[src/design/hrf_pkg.sv]
// ----------------------------------------------------------------------------
// hrf_pkg
// Shared types, codes and constants for the HTTP request framer.
// ----------------------------------------------------------------------------
package hrf_pkg;

    localparam int unsigned BUFFER_BYTES_DEF = 4096;
    localparam int unsigned METHOD_MAX_DEF   = 7;
    localparam int unsigned PATH_MAX_DEF     = 63;

    localparam int unsigned CNT_W   = 13;
    localparam int unsigned LEN_W   = 16;
    localparam int unsigned NAME_LEN = 14;

    localparam logic [CNT_W-1:0] CFG_MAX_RESET = 13'd4096;
    localparam logic [LEN_W-1:0] LEN_SAT       = 16'hFFFF;

    localparam logic [7:0] CH_CR    = 8'h0D;
    localparam logic [7:0] CH_LF    = 8'h0A;
    localparam logic [7:0] CH_SP    = 8'h20;
    localparam logic [7:0] CH_NUL   = 8'h00;
    localparam logic [7:0] CH_COLON = 8'h3A;
    localparam logic [7:0] CH_MINUS = 8'h2D;
    localparam logic [7:0] CH_PLUS  = 8'h2B;
    localparam logic [7:0] CH_ZERO  = 8'h30;
    localparam logic [7:0] CH_NINE  = 8'h39;
    localparam logic [7:0] CH_TAB   = 8'h09;
    localparam logic [7:0] CH_UC_C  = 8'h43;
    localparam logic [7:0] CH_LC_C  = 8'h63;

    localparam logic [0:NAME_LEN-1][7:0] NAME_UPPER = "Content-Length";
    localparam logic [0:NAME_LEN-1][7:0] NAME_LOWER = "content-length";

    typedef enum logic [2:0] {
        ST_COLLECT = 3'd0,
        ST_OK      = 3'd1,
        ST_BAD     = 3'd2,
        ST_BIG     = 3'd3,
        ST_IGNORE  = 3'd4
    } t_status;

    typedef enum logic [2:0] {
        PT_METHOD = 3'd0,
        PT_PATH   = 3'd1,
        PT_REST   = 3'd2,
        PT_BODY   = 3'd3,
        PT_BEYOND = 3'd4
    } t_part;

    typedef enum logic [1:0] {
        LP_METHOD,
        LP_PATH,
        LP_REST
    } t_line_phase;

    typedef enum logic [2:0] {
        VP_NAME,
        VP_COLON,
        VP_SIGN,
        VP_DIGITS,
        VP_DONE
    } t_val_phase;

    typedef enum logic [1:0] {
        FIN_OPEN,
        FIN_DONE,
        FIN_BIG
    } t_fin;

    typedef struct packed {
        logic       conn_start;
        logic [7:0] data_byte;
    } t_in_word;

    typedef struct packed {
        logic [2:0]       status;
        logic [2:0]       part;
        logic [LEN_W-1:0] length_value;
        logic [CNT_W-1:0] body_start;
        logic [CNT_W-1:0] byte_count;
        logic             headers_seen;
    } t_out_word;

    typedef struct packed {
        logic clear;
        logic step;
    } t_line_ctl;

    typedef struct packed {
        t_part part;
        logic  bad;
        logic  in_method;
    } t_line_stat;

    typedef struct packed {
        logic clear;
        logic step;
        logic hdr_end;
    } t_val_ctl;

    typedef struct packed {
        logic [LEN_W-1:0] acc;
        logic             neg;
    } t_val_stat;

    function automatic logic [7:0] hrf_name_char(input logic [3:0] pos, input logic lower);
        logic [7:0] ch;
        ch = lower ? NAME_LOWER[pos] : NAME_UPPER[pos];
        return ch;
    endfunction

    function automatic logic hrf_is_space(input logic [7:0] b);
        return (b == CH_SP) || (b >= CH_TAB && b <= CH_CR);
    endfunction

    function automatic logic hrf_is_digit(input logic [7:0] b);
        return (b >= CH_ZERO) && (b <= CH_NINE);
    endfunction

endpackage

[src/design/hrf_line.sv]
// ----------------------------------------------------------------------------
// hrf_line
// Request line tracker: method length check, path length, part tag.
// ----------------------------------------------------------------------------
module hrf_line #(
    parameter int unsigned METHOD_MAX = hrf_pkg::METHOD_MAX_DEF,
    parameter int unsigned PATH_MAX   = hrf_pkg::PATH_MAX_DEF
) (
    input  logic                i_clk,
    input  logic                i_rst_n,
    input  hrf_pkg::t_line_ctl  i_ctl,
    input  logic [7:0]          i_byte,
    output hrf_pkg::t_line_stat o_stat
);
    import hrf_pkg::*;

    localparam int unsigned MW = $clog2(METHOD_MAX + 1);
    localparam int unsigned PW = $clog2(PATH_MAX + 1);
    localparam logic [MW-1:0] M_LIM = MW'(METHOD_MAX);
    localparam logic [PW-1:0] P_LIM = PW'(PATH_MAX);

    t_line_phase   r_phase, n_phase, e_phase;
    logic [MW-1:0] r_mlen, n_mlen, e_mlen;
    logic [PW-1:0] r_plen, n_plen, e_plen;
    logic          r_bad, n_bad, e_bad;

    always_comb begin
        e_phase = i_ctl.clear ? LP_METHOD : r_phase;
        e_mlen  = i_ctl.clear ? '0 : r_mlen;
        e_plen  = i_ctl.clear ? '0 : r_plen;
        e_bad   = i_ctl.clear ? 1'b0 : r_bad;
    end

    // next state
    always_comb begin
        n_phase = e_phase;
        n_mlen  = e_mlen;
        n_plen  = e_plen;
        n_bad   = e_bad;
        if (i_ctl.step) begin
            unique case (e_phase)
                LP_METHOD: begin
                    if (i_byte == CH_SP) begin
                        n_phase = LP_PATH;
                    end else if (i_byte == CH_NUL || e_mlen >= M_LIM) begin
                        n_bad   = 1'b1;
                        n_phase = LP_REST;
                    end else begin
                        n_mlen = e_mlen + 1'b1;
                    end
                end
                LP_PATH: begin
                    if (e_plen >= P_LIM) begin
                        n_phase = LP_REST;
                    end else if (i_byte == CH_SP || i_byte == CH_NUL) begin
                        n_phase = LP_REST;
                    end else begin
                        n_plen = e_plen + 1'b1;
                    end
                end
                default: begin
                    n_phase = e_phase;
                end
            endcase
        end
    end

    // outputs
    always_comb begin
        unique case (e_phase)
            LP_METHOD: o_stat.part = PT_METHOD;
            LP_PATH:   o_stat.part = (e_plen >= P_LIM) ? PT_REST : PT_PATH;
            default:   o_stat.part = PT_REST;
        endcase
        o_stat.bad       = n_bad;
        o_stat.in_method = (n_phase == LP_METHOD);
    end

    always_ff @(posedge i_clk) begin
        if (!i_rst_n) begin
            r_phase <= LP_METHOD;
            r_mlen  <= '0;
            r_plen  <= '0;
            r_bad   <= 1'b0;
        end else if (i_ctl.clear || i_ctl.step) begin
            r_phase <= n_phase;
            r_mlen  <= n_mlen;
            r_plen  <= n_plen;
            r_bad   <= n_bad;
        end
    end

endmodule

[src/design/hrf_value.sv]
// ----------------------------------------------------------------------------
// hrf_value
// Content-Length header search and atoi-style value parse, saturating.
// ----------------------------------------------------------------------------
module hrf_value (
    input  logic               i_clk,
    input  logic               i_rst_n,
    input  hrf_pkg::t_val_ctl  i_ctl,
    input  logic [7:0]         i_byte,
    output hrf_pkg::t_val_stat o_stat
);
    import hrf_pkg::*;

    t_val_phase       r_phase, n_phase, e_phase;
    logic [3:0]       r_pos, n_pos, e_pos;
    logic             r_lower, n_lower, e_lower;
    logic             r_neg, n_neg, e_neg;
    logic [LEN_W-1:0] r_acc, n_acc, e_acc;
    logic [LEN_W+3:0] mul;
    logic [3:0]       digit;

    always_comb begin
        e_phase = i_ctl.clear ? VP_NAME : r_phase;
        e_pos   = i_ctl.clear ? '0 : r_pos;
        e_lower = i_ctl.clear ? 1'b0 : r_lower;
        e_neg   = i_ctl.clear ? 1'b0 : r_neg;
        e_acc   = i_ctl.clear ? '0 : r_acc;
        digit   = 4'(i_byte - CH_ZERO);
        mul     = {1'b0, e_acc, 3'b000} + {3'b000, e_acc, 1'b0} + {16'd0, digit};
    end

    // next state
    always_comb begin
        n_phase = e_phase;
        n_pos   = e_pos;
        n_lower = e_lower;
        n_neg   = e_neg;
        n_acc   = e_acc;
        if (i_ctl.step) begin
            unique case (e_phase)
                VP_NAME: begin
                    if (e_pos != 4'd0 && e_pos < 4'(NAME_LEN)
                        && i_byte == hrf_name_char(e_pos, e_lower)) begin
                        n_pos = e_pos + 1'b1;
                    end else if (i_byte == CH_UC_C) begin
                        n_pos   = 4'd1;
                        n_lower = 1'b0;
                    end else if (i_byte == CH_LC_C) begin
                        n_pos   = 4'd1;
                        n_lower = 1'b1;
                    end else begin
                        n_pos = 4'd0;
                    end
                    if (n_pos >= 4'(NAME_LEN)) begin
                        n_phase = VP_COLON;
                    end
                end
                VP_COLON: begin
                    if (i_byte == CH_COLON) begin
                        n_phase = VP_SIGN;
                    end
                end
                VP_SIGN: begin
                    if (hrf_is_space(i_byte)) begin
                        n_phase = VP_SIGN;
                    end else if (i_byte == CH_MINUS || i_byte == CH_PLUS) begin
                        n_neg   = (i_byte == CH_MINUS);
                        n_phase = VP_DIGITS;
                    end else if (hrf_is_digit(i_byte)) begin
                        n_acc   = {12'd0, digit};
                        n_phase = VP_DIGITS;
                    end else begin
                        n_phase = VP_DONE;
                    end
                end
                VP_DIGITS: begin
                    if (hrf_is_digit(i_byte)) begin
                        n_acc = (mul > {4'd0, LEN_SAT}) ? LEN_SAT : mul[LEN_W-1:0];
                    end else begin
                        n_phase = VP_DONE;
                    end
                end
                default: begin
                    n_phase = e_phase;
                end
            endcase
            if (i_ctl.hdr_end) begin
                if (n_phase == VP_SIGN) begin
                    n_neg = 1'b0;
                end
                n_phase = VP_DONE;
            end
        end
    end

    // outputs
    always_comb begin
        o_stat.acc = n_acc;
        o_stat.neg = n_neg;
    end

    always_ff @(posedge i_clk) begin
        if (!i_rst_n) begin
            r_phase <= VP_NAME;
            r_pos   <= '0;
            r_lower <= 1'b0;
            r_neg   <= 1'b0;
            r_acc   <= '0;
        end else if (i_ctl.clear || i_ctl.step) begin
            r_phase <= n_phase;
            r_pos   <= n_pos;
            r_lower <= n_lower;
            r_neg   <= n_neg;
            r_acc   <= n_acc;
        end
    end

endmodule

[src/design/http_request_framer_unit.sv]
// ----------------------------------------------------------------------------
// http_request_framer_unit
// Frames one HTTP request per connection, one byte per word.
//
//  channel   direction  signals                          payload
//  in        input      i_in_valid / o_in_stall          i_in_word  (t_in_word)
//  out       output     o_out_valid / i_out_stall        o_out_word (t_out_word)
//  cfg       input      i_cfg_wr_en                      i_cfg_wr_data (limit)
//
// One word per cycle sustained while the output is not stalled; each word
// passes the input register, then the result register. The parse state
// updates in the same cycle that a word moves from the input register to the
// result register. A stalled result holds the input register; the input side
// stalls only when both registers are full. Synchronous active-low reset
// clears all parse state and sets the limit to 4096.
// ----------------------------------------------------------------------------
module http_request_framer_unit #(
    parameter int unsigned BUFFER_BYTES = hrf_pkg::BUFFER_BYTES_DEF,
    parameter int unsigned METHOD_MAX   = hrf_pkg::METHOD_MAX_DEF,
    parameter int unsigned PATH_MAX     = hrf_pkg::PATH_MAX_DEF
) (
    input  logic                       i_clk,
    input  logic                       i_rst_n,
    input  logic                       i_in_valid,
    output logic                       o_in_stall,
    input  hrf_pkg::t_in_word          i_in_word,
    output logic                       o_out_valid,
    input  logic                       i_out_stall,
    output hrf_pkg::t_out_word         o_out_word,
    input  logic                       i_cfg_wr_en,
    input  logic [hrf_pkg::CNT_W-1:0]  i_cfg_wr_data
);
    import hrf_pkg::*;

    localparam int unsigned CAP = (BUFFER_BYTES < 8191) ? BUFFER_BYTES : 8191;
    localparam logic [CNT_W-1:0] CAP_V = CNT_W'(CAP);

    logic             r_in_valid;
    t_in_word         r_in_word;
    logic             r_out_valid;
    t_out_word        r_out_word;
    logic [CNT_W-1:0] r_max;

    logic [CNT_W-1:0] r_used, n_used, e_used;
    logic [1:0]       r_term, n_term, e_term;
    logic             r_hh, n_hh, e_hh;
    logic [CNT_W-1:0] r_body, n_body, e_body;
    t_fin             r_fin, n_fin, e_fin;

    logic             advance;
    logic             clr;
    logic             counted;
    logic             hdr_end;
    logic             done;
    logic [CNT_W-1:0] limit;
    logic [CNT_W-1:0] used_n;
    logic [LEN_W:0]   sum_end;
    logic [7:0]       b;
    t_status          status;
    t_part            part;
    t_out_word        n_out_word;

    t_line_ctl  line_ctl;
    t_line_stat line_stat;
    t_val_ctl   val_ctl;
    t_val_stat  val_stat;

    assign advance    = r_in_valid && (!r_out_valid || !i_out_stall);
    assign o_in_stall = r_in_valid && !advance;
    assign b          = r_in_word.data_byte;
    assign clr        = advance && r_in_word.conn_start;
    assign limit      = (r_max < CAP_V) ? r_max : CAP_V;

    always_comb begin
        e_used = clr ? '0 : r_used;
        e_term = clr ? '0 : r_term;
        e_hh   = clr ? 1'b0 : r_hh;
        e_body = clr ? '0 : r_body;
        e_fin  = clr ? FIN_OPEN : r_fin;
    end

    assign counted = (e_fin == FIN_OPEN) && (e_used < limit);
    assign used_n  = e_used + 1'b1;
    assign hdr_end = counted && !e_hh && (b == CH_LF) && (e_term == 2'd3);

    assign line_ctl = '{clear: clr, step: advance && counted};
    assign val_ctl  = '{clear: clr, step: advance && counted && !e_hh, hdr_end: hdr_end};

    hrf_line #(
        .METHOD_MAX (METHOD_MAX),
        .PATH_MAX   (PATH_MAX)
    ) u_line (
        .i_clk   (i_clk),
        .i_rst_n (i_rst_n),
        .i_ctl   (line_ctl),
        .i_byte  (b),
        .o_stat  (line_stat)
    );

    hrf_value u_value (
        .i_clk   (i_clk),
        .i_rst_n (i_rst_n),
        .i_ctl   (val_ctl),
        .i_byte  (b),
        .o_stat  (val_stat)
    );

    always_comb begin
        n_term = e_term;
        if (counted && !e_hh) begin
            if (b == CH_CR) begin
                n_term = (e_term == 2'd2) ? 2'd3 : 2'd1;
            end else if (b == CH_LF && (e_term == 2'd1 || e_term == 2'd3)) begin
                n_term = (e_term == 2'd3) ? 2'd0 : 2'd2;
            end else begin
                n_term = 2'd0;
            end
        end
        n_hh    = e_hh || hdr_end;
        n_body  = hdr_end ? used_n : e_body;
        n_used  = counted ? used_n : e_used;
        sum_end = {4'd0, n_body} + {1'b0, val_stat.acc};
        done    = counted && n_hh && ((val_stat.acc == '0)
                  || (!val_stat.neg && {4'd0, used_n} >= sum_end));

        if (!counted) begin
            part = PT_BEYOND;
        end else if (e_hh) begin
            part = ((val_stat.neg && val_stat.acc != '0)
                    || {4'd0, used_n} <= sum_end) ? PT_BODY : PT_BEYOND;
        end else begin
            part = line_stat.part;
        end

        if (e_fin != FIN_OPEN) begin
            status = ST_IGNORE;
            n_fin  = e_fin;
        end else if (!counted) begin
            status = ST_BIG;
            n_fin  = FIN_BIG;
        end else if (done) begin
            status = (line_stat.bad || line_stat.in_method) ? ST_BAD : ST_OK;
            n_fin  = FIN_DONE;
        end else begin
            status = ST_COLLECT;
            n_fin  = FIN_OPEN;
        end

        n_out_word.status       = status;
        n_out_word.part         = part;
        n_out_word.length_value = val_stat.acc;
        n_out_word.body_start   = n_body;
        n_out_word.byte_count   = n_used;
        n_out_word.headers_seen = n_hh;
    end

    always_ff @(posedge i_clk) begin
        if (!i_rst_n) begin
            r_in_valid  <= 1'b0;
            r_out_valid <= 1'b0;
            r_max       <= CFG_MAX_RESET;
            r_used      <= '0;
            r_term      <= '0;
            r_hh        <= 1'b0;
            r_body      <= '0;
            r_fin       <= FIN_OPEN;
        end else begin
            if (i_cfg_wr_en) begin
                r_max <= i_cfg_wr_data;
            end
            if (i_in_valid && !o_in_stall) begin
                r_in_valid <= 1'b1;
            end else if (advance) begin
                r_in_valid <= 1'b0;
            end
            if (advance) begin
                r_out_valid <= 1'b1;
                r_used      <= n_used;
                r_term      <= n_term;
                r_hh        <= n_hh;
                r_body      <= n_body;
                r_fin       <= n_fin;
            end else if (!i_out_stall) begin
                r_out_valid <= 1'b0;
            end
        end
    end

    always_ff @(posedge i_clk) begin
        if (i_in_valid && !o_in_stall) begin
            r_in_word <= i_in_word;
        end
        if (advance) begin
            r_out_word <= n_out_word;
        end
    end

    assign o_out_valid = r_out_valid;
    assign o_out_word  = r_out_word;

endmodule
[config.mk]
export PLATFORM = sky130hd
export DESIGN_NAME = http_request_framer_unit
export DESIGN_NICKNAME = d
export VERILOG_FILES = /design/src/design/hrf_pkg.sv /design/src/design/hrf_line.sv /design/src/design/hrf_value.sv /design/src/design/http_request_framer_unit.sv
export SDC_FILE = /design/constraint.sdc
export NUM_CORES = 1
export LEC_CHECK = 0
export ABC_AREA = 1
export BUFFER_PORTS_ARGS = -buffer_cell sky130_fd_sc_hd__buf_2
export CAP_MARGIN = 20
export CORE_UTILIZATION = 45
export DETAILED_ROUTE_END_ITERATION = 10
export PLACE_DENSITY = 0.68
export SYNTH_ARGS = -nofsm -noshare
export SYNTH_HDL_FRONTEND = slang
export SYNTH_HIERARCHICAL = 1
export SYNTH_SLANG_ARGS = --single-unit
[constraint.sdc]
create_clock -name i_clk -period 17.6 [get_ports i_clk]
set_input_delay 3.52 -clock i_clk [delete_from_list [all_inputs] [get_ports i_clk]]
set_output_delay 3.52 -clock i_clk [all_outputs]
set_load 0.01 [all_outputs]
# [Word level (Yosys, flattened, before mapping)]
# Memory sizes are Yosys's and may differ from the RTL's.
# Index checks and enable logic that the tools add are counted.
[totals] reg_bits=141 latch_bits=0 mem_bits_rw=0 romBits=256 in_bits=27 wordCells=209 n_memories=2
[memory_table] name="(no name shown)" words=16 width=8 read_ports=1 rd_ports_with_merged_regs=0 wr=0 line="hrf_pkg.sv:108" text="ch = lower ? NAME_LOWER[pos] : NAME_UPPER[pos];"
[memory_table] name="(no name shown)" words=16 width=8 read_ports=1 rd_ports_with_merged_regs=0 wr=0 line="hrf_pkg.sv:108"
[classes] n_addsub=8 n_mul=0 div_mod_pow=0 order_cmp=14 eq_ne=18 shifts=0 n_mux=94 bitwise=1 reduce_logical=47
[ops] operator="16-bit 2-to-1 mux" count=7
[ops] operator="13-bit 2-to-1 mux" count=5
[ops] operator="3-bit 2-to-1 mux" count=17
[ops] operator="8-bit 2-to-1 mux" count=5
[ops] operator="2-bit 2-to-1 mux" count=19
[ops] operator="8-bit by 6-bit == test with 1-bit output, second input constant" count=4
[ops] operator="16-bit one-hot mux with 2 select lines" count=1
[ops] operator="6-bit 2-to-1 mux" count=5
[ops] operator="4-bit 2-to-1 mux" count=7
[ops] operator="1-bit 2-to-1 mux" count=25
[ops] operator="19-bit by 17-bit adder with 20-bit output" count=1
[ops] operator="20-bit by 4-bit adder with 20-bit output" count=1
[ops] operator="20-bit by 16-bit > comparator with 1-bit output, second input constant" count=1
[ops] operator="1-bit logical AND" count=19
[ops] operator="13-bit by 16-bit adder with 17-bit output" count=1
[ops] operator="13-bit by 17-bit greater-or-equal comparator with 1-bit output" count=1
[ops] operator="13-bit by 17-bit <= comparator with 1-bit output" count=1
[ops] operator="8-bit by 4-bit == test with 1-bit output, second input constant" count=2
[ops] operator="8-bit by 7-bit == test with 1-bit output, second input constant" count=2
[ops] operator="16-bit logical NOT" count=1
[ops] operator="16-bit nonzero test" count=1
[ops] operator="13-bit by 1-bit adder with 13-bit output, second input constant" count=1
[ops] operator="13-bit less-than comparator" count=1
[ops] operator="13-bit less-than comparator, second input constant" count=1
[ops] operator="30 further kinds" count=53

# [Depth between registers and ports, before layout]
[depth] word_depth=30 mapped_depth=52 mapped_depth_nobuf=47

# [Cells and area by module]
# Netlist, hierarchy kept.
[modules_own_cells] mod="http_request_framer_unit" instances=1 cells_per_inst=775 area_per_inst_um2=5941.9 seq_area_each_um2=2662.6
[modules_own_cells] mod="hrf_value" instances=1 cells_per_inst=622 area_per_inst_um2=3671.0 seq_area_each_um2=500.5
[modules_own_cells] mod="hrf_line" instances=1 cells_per_inst=153 area_per_inst_um2=942.2 seq_area_each_um2=240.2

# [Worst setup path before layout]
# OpenSTA, ideal clock, no wires.
[synth_timing] path_type="input port to flip-flop" startpoint="in i_out_stall" endpoint="reg r_out_word, in the netlist o_out_word[47] (data pin)" setup_time_ps=146 arrival_ps=9832 required_time_ps=17454 slack_ps=7622 stages=48 path_buffers=6 cell_sequence="nand2_2 > nand3_4 > buf_4 > clkbuf_1 > clkbuf_1 > inv_1 > inv_2 > buf_2 > buf_1 > nand2_1 > inv_1 > ha_1 > ha_1 > fa_1 > nand2_2 > a21oi_2 > nand2_1 > nand2_2 > [12 not listed] > fa_1 > nand3_1 > nand3_1 > nand3_1 > nand2_1 > a31oi_1 > xor2_1 > ha_1 > nand2_1 > nor2_1 > nand3_1 > nor3_1 > nand2_1 > nand2_1 > nand3_1 > o21ai_0 > nand3b_1 > a21oi_1"
[synth_rtl] item="start, declared" line="http_request_framer_unit.sv:28" text="input logic i_out_stall,"
[synth_rtl] item="end signal, assigned" line="http_request_framer_unit.sv:194" text="r_out_word <= n_out_word;"
[synth_rtl] item="end, declared" line="http_request_framer_unit.sv:41" text="t_out_word r_out_word;"

==> results.json <==
{
  "reg2reg_depth": 34,
  "slew_headroom_pct": 32.48,
  "crit_arrival_ns": 10.93,
  "cts-resized-gates": 0,
  "hold_buffers": 0,
  "post-route-min-period_ns": 10.65,
  "viasPerCell": 5.114,
  "grt_util_all_layers_pct": 23.06,
  "cts_setup_buffers": 0,
  "boundaryPins": 78,
  "ys.flop_type": "dfxtp_1",
  "postSynth.asyncResetShare_pct": 0,
  "startpoint": "i_out_stall",
  "synth_top_area_cell": "edfxtp_1",
  "cts.sinks": 141,
  "ir_drop_v": 0.00006592,
  "io_buffers": 77,
  "final_cell_mix": "nand2_1 (412), inv_1 (210), nor2_1 (200)",
  "multi_input_area_mm2": 0.006060,
  "seq_area_frac_synth_pct": 32.24,
  "nets": 1709,
  "hold_viol": 0,
  "cap_violations": 0,
  "layout-drive-gt1-share_pct": 11.08,
  "place_area_mm2": 0.01112,
  "p_leak_nw": 6.093,
  "fp.coreArea_mm2": 0.02285,
  "overflow": 0,
  "initialDrtViolationCount": 693,
  "antennaDiodeCount": 0,
  "fin_area_mm2": 0.01178,
  "root_buffer": "clkbuf_16",
  "synthCells": 1550,
  "ant_nets": 0,
  "filler_cell_count": 2291,
  "cts_buffer_depth": 2,
  "drc": 0,
  "seq_area_mm2": 0.003403,
  "cts_tree": "built",
  "vias": 9865,
  "grt_pass1_vias": 8911,
  "fin_tns_setup_ns": 0,
  "max_freq_mhz": 93.88,
  "final_common_cell": "nand2_1",
  "ys_types": 53,
  "die_h_um": 155.2,
  "antenna_found_initial": 0,
  "slowest_delay_ns": 0.68,
  "crit_path_end": "o_out_word[47]",
  "endpoint_kind": "flop",
  "clk_pin_slew_ns": 0.07,
  "ys_ff_latch": 141,
  "period_share_pct": 60.52,
  "outcome": "finished, final reports clean",
  "die_width_um": 155.2,
  "grt_max_degree": 87,
  "start_util_pct": 46.20,
  "drt-total-wl_um": 26810,
  "synth_area_per_cell_um2": 6.810,
  "numCtsBuffers": 17,
  "syn-cell-area_mm2": 0.01056,
  "die_area_mm2": 0.02407,
  "reg2reg_from": "o_out_valid",
  "cpMaxStageDelayCell": "nor2_1",
  "r2r_setup_slack_ns": 9.83,
  "dpl.hpwl_um": 19960,
  "worst_slack_ns": 6.948,
  "hp-class": "flop to flop",
  "crit_fanout": 36,
  "synth_top_area_share_pct": 16.50,
  "gp_congestion": 0.9677,
  "crit_type": "input pin to flop",
  "cp-start-kind": "input pin",
  "clk_latency_ns": 0.43,
  "yosysWarnings": 6,
  "wl_per_cell_um": 13.90,
  "regToRegEndpoint": "o_out_word[47]",
  "h-tree-depth": 4,
  "grt_pass1_wl_um": 44130,
  "tightest_slew_ns": 1.013,
  "synth-edff-count": 58,
  "finClkSkew_ns": 0.01286,
  "row_count": 55,
  "area_delta_synth_final_pct": 11.56,
  "synth_area_leaders": "edfxtp_1 (17%), dfxtp_1 (16%), nand2_1 (15%)",
  "power_uw": 999.5,
  "first_pass_iters": 5,
  "rsz0062_at_grt": "false",
  "maxSlewViolCount": 0,
  "setup_viol_count_final": 0,
  "pre_cts_slack_ns": 6.588,
  "syn-num-nets": 1656,
  "power.density_mw_per_mm2": 84.89,
  "worstPathRequired_ns": 17.87,
  "path_common_cell": "nand2_1"
}
area by class of cell:
type | count | share of cell area [%]
Tap cell | 313 | 3.326
Sequential cell | 141 | 28.90
Timing Repair Buffer | 79 | 3.570
Clock buffer | 18 | 3.825
Clock inverter | 14 | 1.700
Inverter | 225 | 7.215
Multi-Input combinational cell | 1139 | 51.46
power by group:
| group | total [mW] | leakage, nW | switching [mW] | internal [mW] |
|---|---|---|---|---|
| registers | 0.378 | 1.24 | 0.0126 | 0.365 |
| clock network | 0.399 | 0.316 | 0.151 | 0.248 |
| logic | 0.223 | 4.53 | 0.150 | 0.0728 |
flip-flops by register name, summed over array words and instances, names as in the netlist:
register / flops
u_value/r_phase: 3
u_line/r_mlen: 3
b: 8
u_line/r_phase: 2
r_in_valid: 1
u_value/r_acc: 16
o_out_word: 49
r_used: 13
r_max: 13
u_value/r_lower: 1
u_value/r_pos: 4
u_line/r_bad: 1
r_body: 13
r_hh: 1
o_out_valid: 1
r_fin: 2
r_in_word: 1
u_value/r_neg: 1
u_line/r_plen: 6
r_term: 2
cells in the mapped netlist, types with 3 or more instances:
cell type / n
a21boi_0: 4
a21o_1: 5
a21oi_1: 97
a21oi_2: 4
a221oi_1: 4
a31oi_1: 7
and3_1: 3
buf_2: 10
buf_4: 8
buf_6: 3
clkbuf_1: 21
clkinv_1: 3
dfxtp_1: 83
edfxtp_1: 58
ha_1: 77
inv_1: 210
inv_2: 11
nand2_1: 412
nand2_2: 14
nand2_4: 3
nand3_1: 125
nand3_2: 11
nand3_4: 3
nand3b_1: 6
nand4_1: 14
nor2_1: 201
nor2_2: 8
nor3_1: 11
nor4_1: 6
o21a_1: 4
o21ai_0: 44
o21ai_1: 16
o21ai_2: 4
o21bai_1: 5
o31ai_1: 3
or2_1: 3
xnor2_1: 6
xor2_1: 22
cells by family after synthesis:
kind of cell | synth area share, %
flip-flops | 32.24
AND/OR/NAND/NOR | 34.55
adder cells (fa/ha/maj) | 9.507
XOR/XNOR | 2.323
other | 0.03553
buffers and inverters | 10.42
AO/OA/AOI/OAI | 10.92
routing by layer:
metal  GRT usage, %  wire (um)  up-vias
met5              0          0        -
met4          6.082        348        0
met3          3.621       1326       30
met2          37.26      12010      254
met1          31.91      13130     4481
li1               -          -     5100
worst max-delay path: cells and delay by family:
kind	cells	cell delay, ns
fa+ha+maj	4	1.25
buf+inv	4	0.94
xor+xnor	1	0.11
simple gates	19	3.08
compound gates	7	2.00
worst min-delay path by stage:
stage / startpoint / end / slack [ns] / depth (start not counted)
2_1_floorplan: u_value/r_lower / u_value/r_lower / 0.44 / 2
3_3_place_gp: u_value/r_lower / u_value/r_lower / 0.45 / 2
3_5_place_dp: u_value/r_lower / u_value/r_lower / 0.46 / 2
4_1_cts: u_value/r_lower / u_value/r_lower / 0.47 / 2
5_1_grt: r_fin[1] / r_fin[1] / 0.51 / 2
6_report: u_line/r_mlen[2] / u_line/r_mlen[2] / 0.46 / 2
per-stage QoR:
stage	instances	utilization [%]	hold slack, ns
2_1_floorplan	1550	-	0.4437
3_3_place_gp	1896	48.57	0.4541
3_5_place_dp	1897	48.69	0.4564
4_1_cts	1929	51.54	0.4660
5_1_grt	1929	51.54	0.5066
6_report	1929	51.54	0.4646
Note: power is estimated with default switching activity, not from simulation.
